File: config.mk
export PLATFORM = sky130hd
export DESIGN_NAME = int_to_decimal_text_flat
export DESIGN_NICKNAME = d
export VERILOG_FILES = /design/src/hdl/itdt_pkg.sv /design/src/hdl/itdt_value_if.sv /design/src/hdl/itdt_char_if.sv /design/src/hdl/itdt_dabble.sv /design/src/hdl/int_to_decimal_text.sv /design/src/flat_wrapper.sv
export SDC_FILE = /design/constraint.sdc
export NUM_CORES = 1
export LEC_CHECK = 0
export ABC_AREA = 0
export BUFFER_PORTS_ARGS = -buffer_cell sky130_fd_sc_hd__clkbuf_2
export CAP_MARGIN = 0
export CORE_AREA = 4 4 134 136
export CTS_CLUSTER_SIZE = 25
export DETAILED_ROUTE_END_ITERATION = 10
export DIE_AREA = 0 0 138 140
export SKIP_CTS_REPAIR_TIMING = 1
export SLEW_MARGIN = 20
export SYNTH_ARGS = -nofsm -noshare
export SYNTH_HDL_FRONTEND = slang
export SYNTH_SLANG_ARGS = --single-unit
File: constraint.sdc
create_clock -name clk -period 3.05 [get_ports clk]
set_input_delay 0 -clock clk [delete_from_list [all_inputs] [get_ports clk]]
set_output_delay 0 -clock clk [all_outputs]
set_load 0.005 [all_outputs]
File: src/hdl/itdt_pkg.sv
package itdt_pkg;

    // ascii codes of the emitted characters
    localparam logic [5:0] CHAR_ZERO  = 6'd48;
    localparam logic [5:0] CHAR_MINUS = 6'd45;
    localparam logic [3:0] DIGIT_MAX  = 4'd9;

    // commands from the sequencer to the conversion unit
    typedef struct packed {
        logic start;
        logic shift;
    } dab_cmd_t;

    // decimal digits in the largest magnitude 2^(bits-1)
    function automatic int dec_digits(int bits);
        longint unsigned m;
        int n;
        m = 64'd1 << (bits - 1);
        n = 0;
        do
        begin
            n++;
            m = m / 10;
        end
        while (m != 0);
        return n;
    endfunction

endpackage

File: src/hdl/itdt_value_if.sv
interface itdt_value_if #(
    parameter int VALUE_BITS = 32
);
    logic                  valid;
    logic                  ready;
    logic [VALUE_BITS-1:0] value;

    modport source (output valid, output value, input ready);
    modport sink   (input valid, input value, output ready);
endinterface

File: src/hdl/itdt_char_if.sv
interface itdt_char_if;
    logic       valid;
    logic       ready;
    logic [5:0] char_code;
    logic       last;

    modport source (output valid, output char_code, output last, input ready);
    modport sink   (input valid, input char_code, input last, output ready);
endinterface

File: src/hdl/itdt_dabble.sv
module itdt_dabble #(
    parameter int VALUE_BITS = 32
) (
    input  logic                  clk,
    input  logic                  rst_n,
    input  itdt_pkg::dab_cmd_t    cmd,
    input  logic [VALUE_BITS-1:0] mag,
    output logic                  done,
    output logic [3:0]            top_digit
);

    localparam int NDIG    = itdt_pkg::dec_digits(VALUE_BITS);
    localparam int BCDW    = 4 * NDIG;
    localparam int CNTW    = $clog2(VALUE_BITS + 1);

    logic [VALUE_BITS-1:0] mag_reg;
    logic [BCDW-1:0]       bcd_reg;
    logic [CNTW-1:0]       cnt_reg;
    logic                  busy_reg;
    logic [BCDW-1:0]       corrected;

    // add-3 correction on every digit that is five or more
    always_comb
    begin
        for (int d = 0; d < NDIG; d++)
        begin
            if (bcd_reg[4*d +: 4] >= 4'd5)
            begin
                corrected[4*d +: 4] = bcd_reg[4*d +: 4] + 4'd3;
            end
            else
            begin
                corrected[4*d +: 4] = bcd_reg[4*d +: 4];
            end
        end
    end

    // control: one magnitude bit per cycle while busy
    always_ff @(posedge clk or negedge rst_n)
    begin
        if (!rst_n)
        begin
            busy_reg <= 1'b0;
            cnt_reg  <= '0;
        end
        else if (cmd.start)
        begin
            busy_reg <= 1'b1;
            cnt_reg  <= CNTW'(VALUE_BITS);
        end
        else if (busy_reg)
        begin
            cnt_reg <= cnt_reg - 1'b1;
            if (cnt_reg == CNTW'(1))
            begin
                busy_reg <= 1'b0;
            end
        end
    end

    // datapath: bit shift into bcd, then digit shift out from the top
    always_ff @(posedge clk)
    begin
        if (cmd.start)
        begin
            mag_reg <= mag;
            bcd_reg <= '0;
        end
        else if (busy_reg)
        begin
            mag_reg <= {mag_reg[VALUE_BITS-2:0], 1'b0};
            bcd_reg <= {corrected[BCDW-2:0], mag_reg[VALUE_BITS-1]};
        end
        else if (cmd.shift)
        begin
            bcd_reg <= {bcd_reg[BCDW-5:0], 4'd0};
        end
    end

    assign done      = !busy_reg;
    assign top_digit = bcd_reg[BCDW-1 -: 4];

endmodule

File: src/hdl/int_to_decimal_text.sv
// int_to_decimal_text: signed integer to decimal ascii text
//
// num_in carries one two's complement value per beat. text_out carries
// the characters of its decimal text, most significant first, one per
// beat: a '-' for a negative value, then the digits of the magnitude
// without leading zeros. last marks the final character of each number.
//
// The magnitude goes through a bit-serial double dabble unit, one bit per
// cycle. The digits are then shifted out of the bcd register one per
// cycle while the receiver keeps up; leading zero digits are dropped at
// one per cycle. A '-' is made valid once the conversion is done and the
// output register is free. NDIG is 10 at 32 bits. One number is in work
// at a time; num_in is ready only between numbers.
//
// A character sits in an output register; while the receiver stalls it
// holds and the sequencer waits. The next number can be accepted while the
// last character of the previous one is still waiting. Reset clears the
// sequencer and the output valid; no state carries across numbers.
module int_to_decimal_text #(
    parameter int VALUE_BITS = 32
) (
    input  logic              clk,
    input  logic              rst_n,
    itdt_value_if.sink        num_in,
    itdt_char_if.source       text_out
);

    localparam int NDIG = itdt_pkg::dec_digits(VALUE_BITS);
    localparam int REMW = $clog2(NDIG + 1);

    typedef enum logic [1:0] {
        S_IDLE,
        S_CONV,
        S_SKIP,
        S_EMIT
    } state_t;

    state_t                state_reg;
    logic                  neg_reg;
    logic [REMW-1:0]       rem_reg;
    logic                  out_valid_reg;
    logic [5:0]            char_reg;
    logic                  last_reg;

    itdt_pkg::dab_cmd_t    cmd;
    logic [VALUE_BITS-1:0] mag;
    logic                  dab_done;
    logic [3:0]            top_digit;
    logic                  in_beat;
    logic                  out_free;

    assign in_beat  = num_in.valid && num_in.ready;
    assign out_free = !out_valid_reg || text_out.ready;

    // magnitude at full width, exact for the most negative value
    assign mag = num_in.value[VALUE_BITS-1] ? (~num_in.value + 1'b1) : num_in.value;

    // commands to the conversion unit
    always_comb
    begin
        cmd.start = in_beat;
        cmd.shift = 1'b0;
        case (state_reg)
            S_SKIP:
            begin
                cmd.shift = (top_digit == 4'd0) && (rem_reg > REMW'(1));
            end
            S_EMIT:
            begin
                cmd.shift = out_free;
            end
            default:
            begin
                cmd.shift = 1'b0;
            end
        endcase
    end

    itdt_dabble #(
        .VALUE_BITS (VALUE_BITS)
    ) u_dabble (
        .clk       (clk),
        .rst_n     (rst_n),
        .cmd       (cmd),
        .mag       (mag),
        .done      (dab_done),
        .top_digit (top_digit)
    );

    // sequencer and output register
    always_ff @(posedge clk or negedge rst_n)
    begin
        if (!rst_n)
        begin
            state_reg     <= S_IDLE;
            neg_reg       <= 1'b0;
            rem_reg       <= '0;
            out_valid_reg <= 1'b0;
            char_reg      <= '0;
            last_reg      <= 1'b0;
        end
        else
        begin
            if (out_valid_reg && text_out.ready)
            begin
                out_valid_reg <= 1'b0;
            end
            case (state_reg)
                S_IDLE:
                begin
                    if (in_beat)
                    begin
                        neg_reg   <= num_in.value[VALUE_BITS-1];
                        rem_reg   <= REMW'(NDIG);
                        state_reg <= S_CONV;
                    end
                end
                S_CONV:
                begin
                    if (dab_done && (!neg_reg || out_free))
                    begin
                        if (neg_reg)
                        begin
                            out_valid_reg <= 1'b1;
                            char_reg      <= itdt_pkg::CHAR_MINUS;
                            last_reg      <= 1'b0;
                        end
                        state_reg <= S_SKIP;
                    end
                end
                S_SKIP:
                begin
                    if (cmd.shift)
                    begin
                        rem_reg <= rem_reg - 1'b1;
                    end
                    else
                    begin
                        state_reg <= S_EMIT;
                    end
                end
                S_EMIT:
                begin
                    if (out_free)
                    begin
                        out_valid_reg <= 1'b1;
                        char_reg      <= itdt_pkg::CHAR_ZERO + {2'b00, top_digit};
                        last_reg      <= (rem_reg == REMW'(1));
                        rem_reg       <= rem_reg - 1'b1;
                        if (rem_reg == REMW'(1))
                        begin
                            state_reg <= S_IDLE;
                        end
                    end
                end
                default:
                begin
                    state_reg <= S_IDLE;
                end
            endcase
        end
    end

    assign num_in.ready       = (state_reg == S_IDLE);
    assign text_out.valid     = out_valid_reg;
    assign text_out.char_code = char_reg;
    assign text_out.last      = last_reg;

    // only a minus sign or a decimal digit leaves the block
    a_char_range: assert property (@(posedge clk) disable iff (!rst_n)
        out_valid_reg |-> (char_reg == itdt_pkg::CHAR_MINUS) ||
            ((char_reg >= itdt_pkg::CHAR_ZERO) &&
             (char_reg <= itdt_pkg::CHAR_ZERO + {2'b00, itdt_pkg::DIGIT_MAX})))
        else $error("character code out of range");

    // a minus sign is never the final character
    a_minus_not_last: assert property (@(posedge clk) disable iff (!rst_n)
        (out_valid_reg && (char_reg == itdt_pkg::CHAR_MINUS)) |-> !last_reg)
        else $error("minus sign flagged as last");

    // an accepted number starts a conversion at once
    a_start_conv: assert property (@(posedge clk) disable iff (!rst_n)
        in_beat |=> (state_reg == S_CONV) && !dab_done)
        else $error("conversion did not start");

    // digit count stays within the bcd register
    a_rem_bound: assert property (@(posedge clk) disable iff (!rst_n)
        rem_reg <= REMW'(NDIG))
        else $error("digit count overflow");

    // the last character always closes the number
    a_last_idle: assert property (@(posedge clk) disable iff (!rst_n)
        (state_reg == S_EMIT && out_free && rem_reg == REMW'(1)) |=>
            (state_reg == S_IDLE) && last_reg)
        else $error("last character did not end the number");

endmodule
File: src/flat_wrapper.sv
// flat-port wrapper written by rule: the top's interface ports become plain ports
module int_to_decimal_text_flat 
#(
    parameter int VALUE_BITS = 32
)
  (clk, rst_n, num_in_valid, num_in_value, num_in_ready, text_out_valid, text_out_char_code, text_out_last, text_out_ready);
  itdt_value_if #(.VALUE_BITS(VALUE_BITS)) num_in_i ();
  itdt_char_if text_out_i ();
  input  logic clk;
  input  logic rst_n;
  input wire logic [$bits(num_in_i.valid)-1:0] num_in_valid;
  input wire logic [$bits(num_in_i.value)-1:0] num_in_value;
  output wire logic [$bits(num_in_i.ready)-1:0] num_in_ready;
  output wire logic [$bits(text_out_i.valid)-1:0] text_out_valid;
  output wire logic [$bits(text_out_i.char_code)-1:0] text_out_char_code;
  output wire logic [$bits(text_out_i.last)-1:0] text_out_last;
  input wire logic [$bits(text_out_i.ready)-1:0] text_out_ready;
  assign num_in_i.valid = num_in_valid;
  assign num_in_i.value = num_in_value;
  assign num_in_ready = num_in_i.ready;
  assign text_out_valid = text_out_i.valid;
  assign text_out_char_code = text_out_i.char_code;
  assign text_out_last = text_out_i.last;
  assign text_out_i.ready = text_out_ready;
  int_to_decimal_text #(.VALUE_BITS(VALUE_BITS)) u_core (.clk(clk), .rst_n(rst_n), .num_in(num_in_i), .text_out(text_out_i));
endmodule
==> results of run 1 <==
[layer usage]
layer	track usage, %	wire length (µm)
met1	18.53	6420
met3	2.936	411
met4	3.900	157
met5	0	0
met2	21.87	5743
[path summary, 6_finish.rpt]
kind	from	to	slack, ps
max	u_core.rem_reg[0]	u_core.u_dabble.bcd_reg[12]	390
min	num_in_value[30]	u_core.u_dabble.mag_reg[30]	20
max reg2reg	u_core.rem_reg[0]	u_core.u_dabble.bcd_reg[12]	390
min reg2reg	u_core.text_out.char_code[1]	u_core.text_out.char_code[1]	480
max in group asynchronous	rst_n	u_core.u_dabble.cnt_reg[0]	2500
min in group asynchronous	rst_n	u_core.text_out.char_code[5]	180
[where the power goes]
group / leakage, nW / switching [mW] / internal, mW
combinational: 1.54 / 1.76 / 1.37
sequential: 0.939 / 0.495 / 2.01
clock: 0.153 / 0.475 / 0.673
[worst max-delay path: stages, from the launching register on]
cell	delay, ps
dfrtp_1	400
inv_1	100
ha_1	200
nor2_1	70
o31ai_1	640
nand3_1	650
o21ai_0	380
a21oi_1	70
[cell type report]
cell class	instances	area, µm²
multi-input cells	482	3172
well taps	225	281.5
inverters	33	123.9
clock buffers	14	296.5
flip-flops and latches	94	2312
clock inverters	2	10.01
repair buffers	56	325.3
fillers	1786	10420
[layout by cell type, fill, tap and decap left out, types with 11 or more instances in the layout]
master,instances
dfxtp_1,40
a211oi_1,17
nor3_1,18
nand3_1,12
nand2_1,70
dfrtp_1,22
o21ai_0,70
xnor2_1,16
mux2i_1,18
nand2b_1,20
a32oi_1,16
clkbuf_2,44
edfxtp_1,32
clkbuf_16,11
a21oi_1,52
nor2_1,27
xor2_1,27
inv_1,32
ha_1,31
[cells by family after synthesis]
group / synth area share, %
xor gates and xnor gates: 6.531
buffers and inverters: 4.947
adders and majority gates: 6.726
AOI/OAI and AO/OA: 23.32
DFF: 40.10
muxes: 3.515
and+or+nand+nor: 14.86
[stage by stage]
step                worst slack (ps)  hold WS (ps)  std cells  cell area, µm²  total power, mW
floorplan                      765.1        -295.6        646            5767            4.885
global placement               484.2         28.67        889            6205            5.640
detailed placement             431.7         30.51        889            6205            5.691
CTS                            371.2        -348.4        905            6511            6.868
global route                   36.03         30.24        906            6521            7.456
finish                         392.9         24.16        906            6521            6.788
==> impl_results.md, run 1 <==
- Status: completed
- Cell area power density: 1041 nW/µm²
- Final critical-path required period: 2657 ps
- CP max FO: 14
- Post-synth top flop: dfxtp_1
- Layout overhead on the synthesized area: 13.08%
- Clock Tree Buf Depth: 2
- IO Pins: 45
- Clock root buffer: clkbuf_16
- Count of pins over their slew limit: 0
- RSZ-0062 raised after global routing: false
- Yosys top cell by area: edfxtp_1
- CP Data Required Time: 3260 ps
- Num rows: 48
- Share of cells above drive strength 1: 12.19%
- Crit path kind: register to register
- List of most frequent post-synthesis cells: 71 x nand2_1, 70 x o21ai_0, 52 x a21oi_1, 40 x dfxtp_1
- Async SR Flop Fraction: 23.40%
- Diode count: 0
- Top-count cell post-synth: nand2_1
- Worst hold path cell count: 3
- Routed via count: 4747
- DR vias/cell: 5.240
- First-pass GRT wire length: 22110 µm
- Synth cell types: 58
- CORE AREA: 16940 µm²
- Initial core utilization: 34.05%
- CP startpoint kind: register
- CP Capture Type: register
- CTS buffer count: 9
- Max Clk Rate: 376.3 MHz
- Die W: 138 µm
- Average wire per standard cell: 14.05 µm
- Post-Syn Area: 5767 µm²
- Area of the die: 19320 µm²
- CTS tree: built
- Synth Register Bits: 94
- HPWL Detailed: 8700 µm
- Post-synth net total: 713
- Slew margin rel.: 47.32%
- Reg2Reg Depth: 7
- Clock-pin transition on the worst setup and hold timing paths: 60 ps
- Critical Path AT: 2860 ps
- Hold Violations, Final: 0
- Fin util: 38.50%
- Fin crit share: 87.12%
- MaxCap Viol Count: 0
- PortBufs: 44
- Largest register FFs: 40
- Skew-Pair Late Insertion Delay: 350 ps
- Synthesized instance count: 646
- Worst clock skew: 7.409 ps
- GRT Residual Overflow: 0
- Post-Route WL: 12730 µm
- Largest net degree at the start of global routing: 81
- EDFF count, synth: 32
- Gpl congestion: 0.7592
- Mean Syn Cell Area: 8.927 µm²
- DR iter-0 viols: 246
- Maximum VDD drop: 0.3480 mV
- Register area share after synthesis: 40.10%
- DRC: 0
- Initial antenna violation count: 0
- Total track usage: 13.60%
- P_leak: 2.635 nW
- Area contributors post-synth: edfxtp_1 17%, dfxtp_1 14%, dfrtp_1 9.5%, ha_1 6.7%, o21ai_0 6.1%
- Pre-antenna DRT Iters: 4
- Final ANT Viol Nets: 0
- Sink Count: 94
- Die Ht: 140 µm
- Vias in the first global route: 4493
- Transition time at the pin with the least slew margin: 783.5 ps
- Setup violations, final: 0
- Final nets: 743
- Worst min path class: input pin to register
- Yosys warns: 0
- Fin Setup TNS: 0 ps
- Yosys top cell area share: 16.66%
- H-tree Lvls: 3
(Power assumes the default switching activity.)
==> run 2, diff against run 1 <==
- REMOVE_ABC_BUFFERS: not set -> 1
==> impl_results.md, run 2 (synthesized netlist as in run 1, its figures left out) <==
- DR iter-0 viols: 226
- Max Clk Rate: 395.4 MHz
- Clock-pin transition on the worst setup and hold timing paths: 70 ps
- Status: completed
- DRC: 0
- RSZ-0062 raised after global routing: false
- Initial core utilization: 34.05%
- Pre-antenna DRT Iters: 4
- P_leak: 2.614 nW
- Area of the multi-input gates: 3177 µm²
- Post-Route WL: 12790 µm
- Fin Setup TNS: 0 ps
- Final-layout fill cell count: 1777
- Clock Tree Buf Depth: 2
- P_sw: 2.742 mW
- Share of cells above drive strength 1: 11.91%
- Register-to-register setup slack: 520 ps
- Seq. cell area: 2312 µm²
- Comb pwr share: 46.6%
- CP Capture Type: register
- Critical Path AT: 2770 ps
- Final critical-path required period: 2529 ps
- Cell Area, Placed: 6197 µm²
- PortBufs: 44
- First-pass GRT wire length: 21990 µm
- Switching Share: 40.64%
- Setup violations, final: 0
- Total Power: 6.747 mW
- Post-route cell area: 6492 µm²
- Commonest non-fill, non-tap cells in the layout: 70 x nand2_1, 70 x o21ai_0, 52 x a21oi_1, 44 x clkbuf_2, 40 x dfxtp_1
- Cell area power density: 1039 nW/µm²
- Die Ht: 140 µm
- Diode count: 0
- CP max FO: 8
- Slew margin rel.: 52.61%
- MaxCap Viol Count: 0
- Worst clock skew: 6.819 ps
- Clock root buffer: clkbuf_16
- Flop pwr share: 37.1%
- CTS tree: built
- Largest register FFs: 40
- Average wire per standard cell: 14.13 µm
- Transition time at the pin with the least slew margin: 710.9 ps
- Num rows: 48
- H-tree Lvls: 3
- Final ANT Viol Nets: 0
- Vias in the first global route: 4484
- Routed via count: 4727
- CP Data Required Time: 3290 ps
- Area of the die: 19320 µm²
- GRT Residual Overflow: 0
- Gpl congestion: 0.8250
- CORE AREA: 16940 µm²
- Maximum VDD drop: 0.3602 mV
- Initial antenna violation count: 0
- IO Pins: 45
- Hold Violations, Final: 0
- Power Internal: 4.005 mW
- HPWL Detailed: 8518 µm
- Sink Count: 94
- Total track usage: 13.45%
- Fin crit share: 82.91%
- Worst min path class: input pin to register
- Count of pins over their slew limit: 0
- Layout overhead on the synthesized area: 12.58%
- CP startpoint kind: register
- Largest net degree at the start of global routing: 50
- Final nets: 742
- Clk network pwr share: 16.3%
- CTS buffer count: 9
- Die W: 138 µm
- Crit path kind: register to register
- DR vias/cell: 5.223
- Skew-Pair Late Insertion Delay: 350 ps
-- run 2: power groups by stage --
stage	combinational, mW	sequential (mW)	clock, mW
2_1_floorplan	2.38	2.43	0
3_5_place_dp	3.16	2.52	0
4_1_cts	3.17	2.50	1.13
5_1_grt	3.64	2.60	1.18
6_report	3.14	2.50	1.10
3_3_place_gp	3.12	2.51	0
-- run 2: path summary, 6_finish.rpt --
check | end | start | cells after the start
max | u_core.rem_reg[3] | u_core.state_reg[0] | 7
max in group asynchronous | u_core.text_out.char_code[1] | rst_n | 2
min reg2reg | u_core.text_out.char_code[5] | u_core.text_out.char_code[5] | 1
max reg2reg | u_core.rem_reg[3] | u_core.state_reg[0] | 7
min in group asynchronous | u_core.u_dabble.cnt_reg[4] | rst_n | 2
min | u_core.u_dabble.mag_reg[0] | num_in_value[0] | 3
-- run 2: area by class of cell --
class,count,share of cell area (%)
multi-input cells,482,48.93
flip-flops and latches,94,35.61
inverters,33,1.908
clock inverters,7,0.8479
clock buffers,9,3.469
repair buffers,55,4.895
well taps,225,4.336
-- run 2: through the flow --
step	utilization, %	instances	hold slack (ps)	worst slack [ps]
6_report	38.33	905	6.134	521.2
5_1_grt	38.33	905	20.66	219.7
4_1_cts	38.25	904	-350.7	251.3
3_5_place_dp	36.59	888	31.23	352.7
3_3_place_gp	36.59	888	24.43	463.7
2_1_floorplan	-	609	-295.6	-511.1
-- run 2: critical path, stage by stage, from the launching register on --
cell,delay (ps)
dfrtp_1,430
inv_1,100
ha_1,330
nor4bb_1,410
o31ai_2,250
a311oi_1,560
nand2_1,110
a21bo_2,220
-- run 2: routing by layer --
metal  vias up  wire (µm)  global-route usage (%)
met4         0        187                   4.212
met5         -          0                       0
li1       2413          -                       -
met2        91       5669                   21.02
met3        12        541                   3.209
met1      2211       6388                   18.51
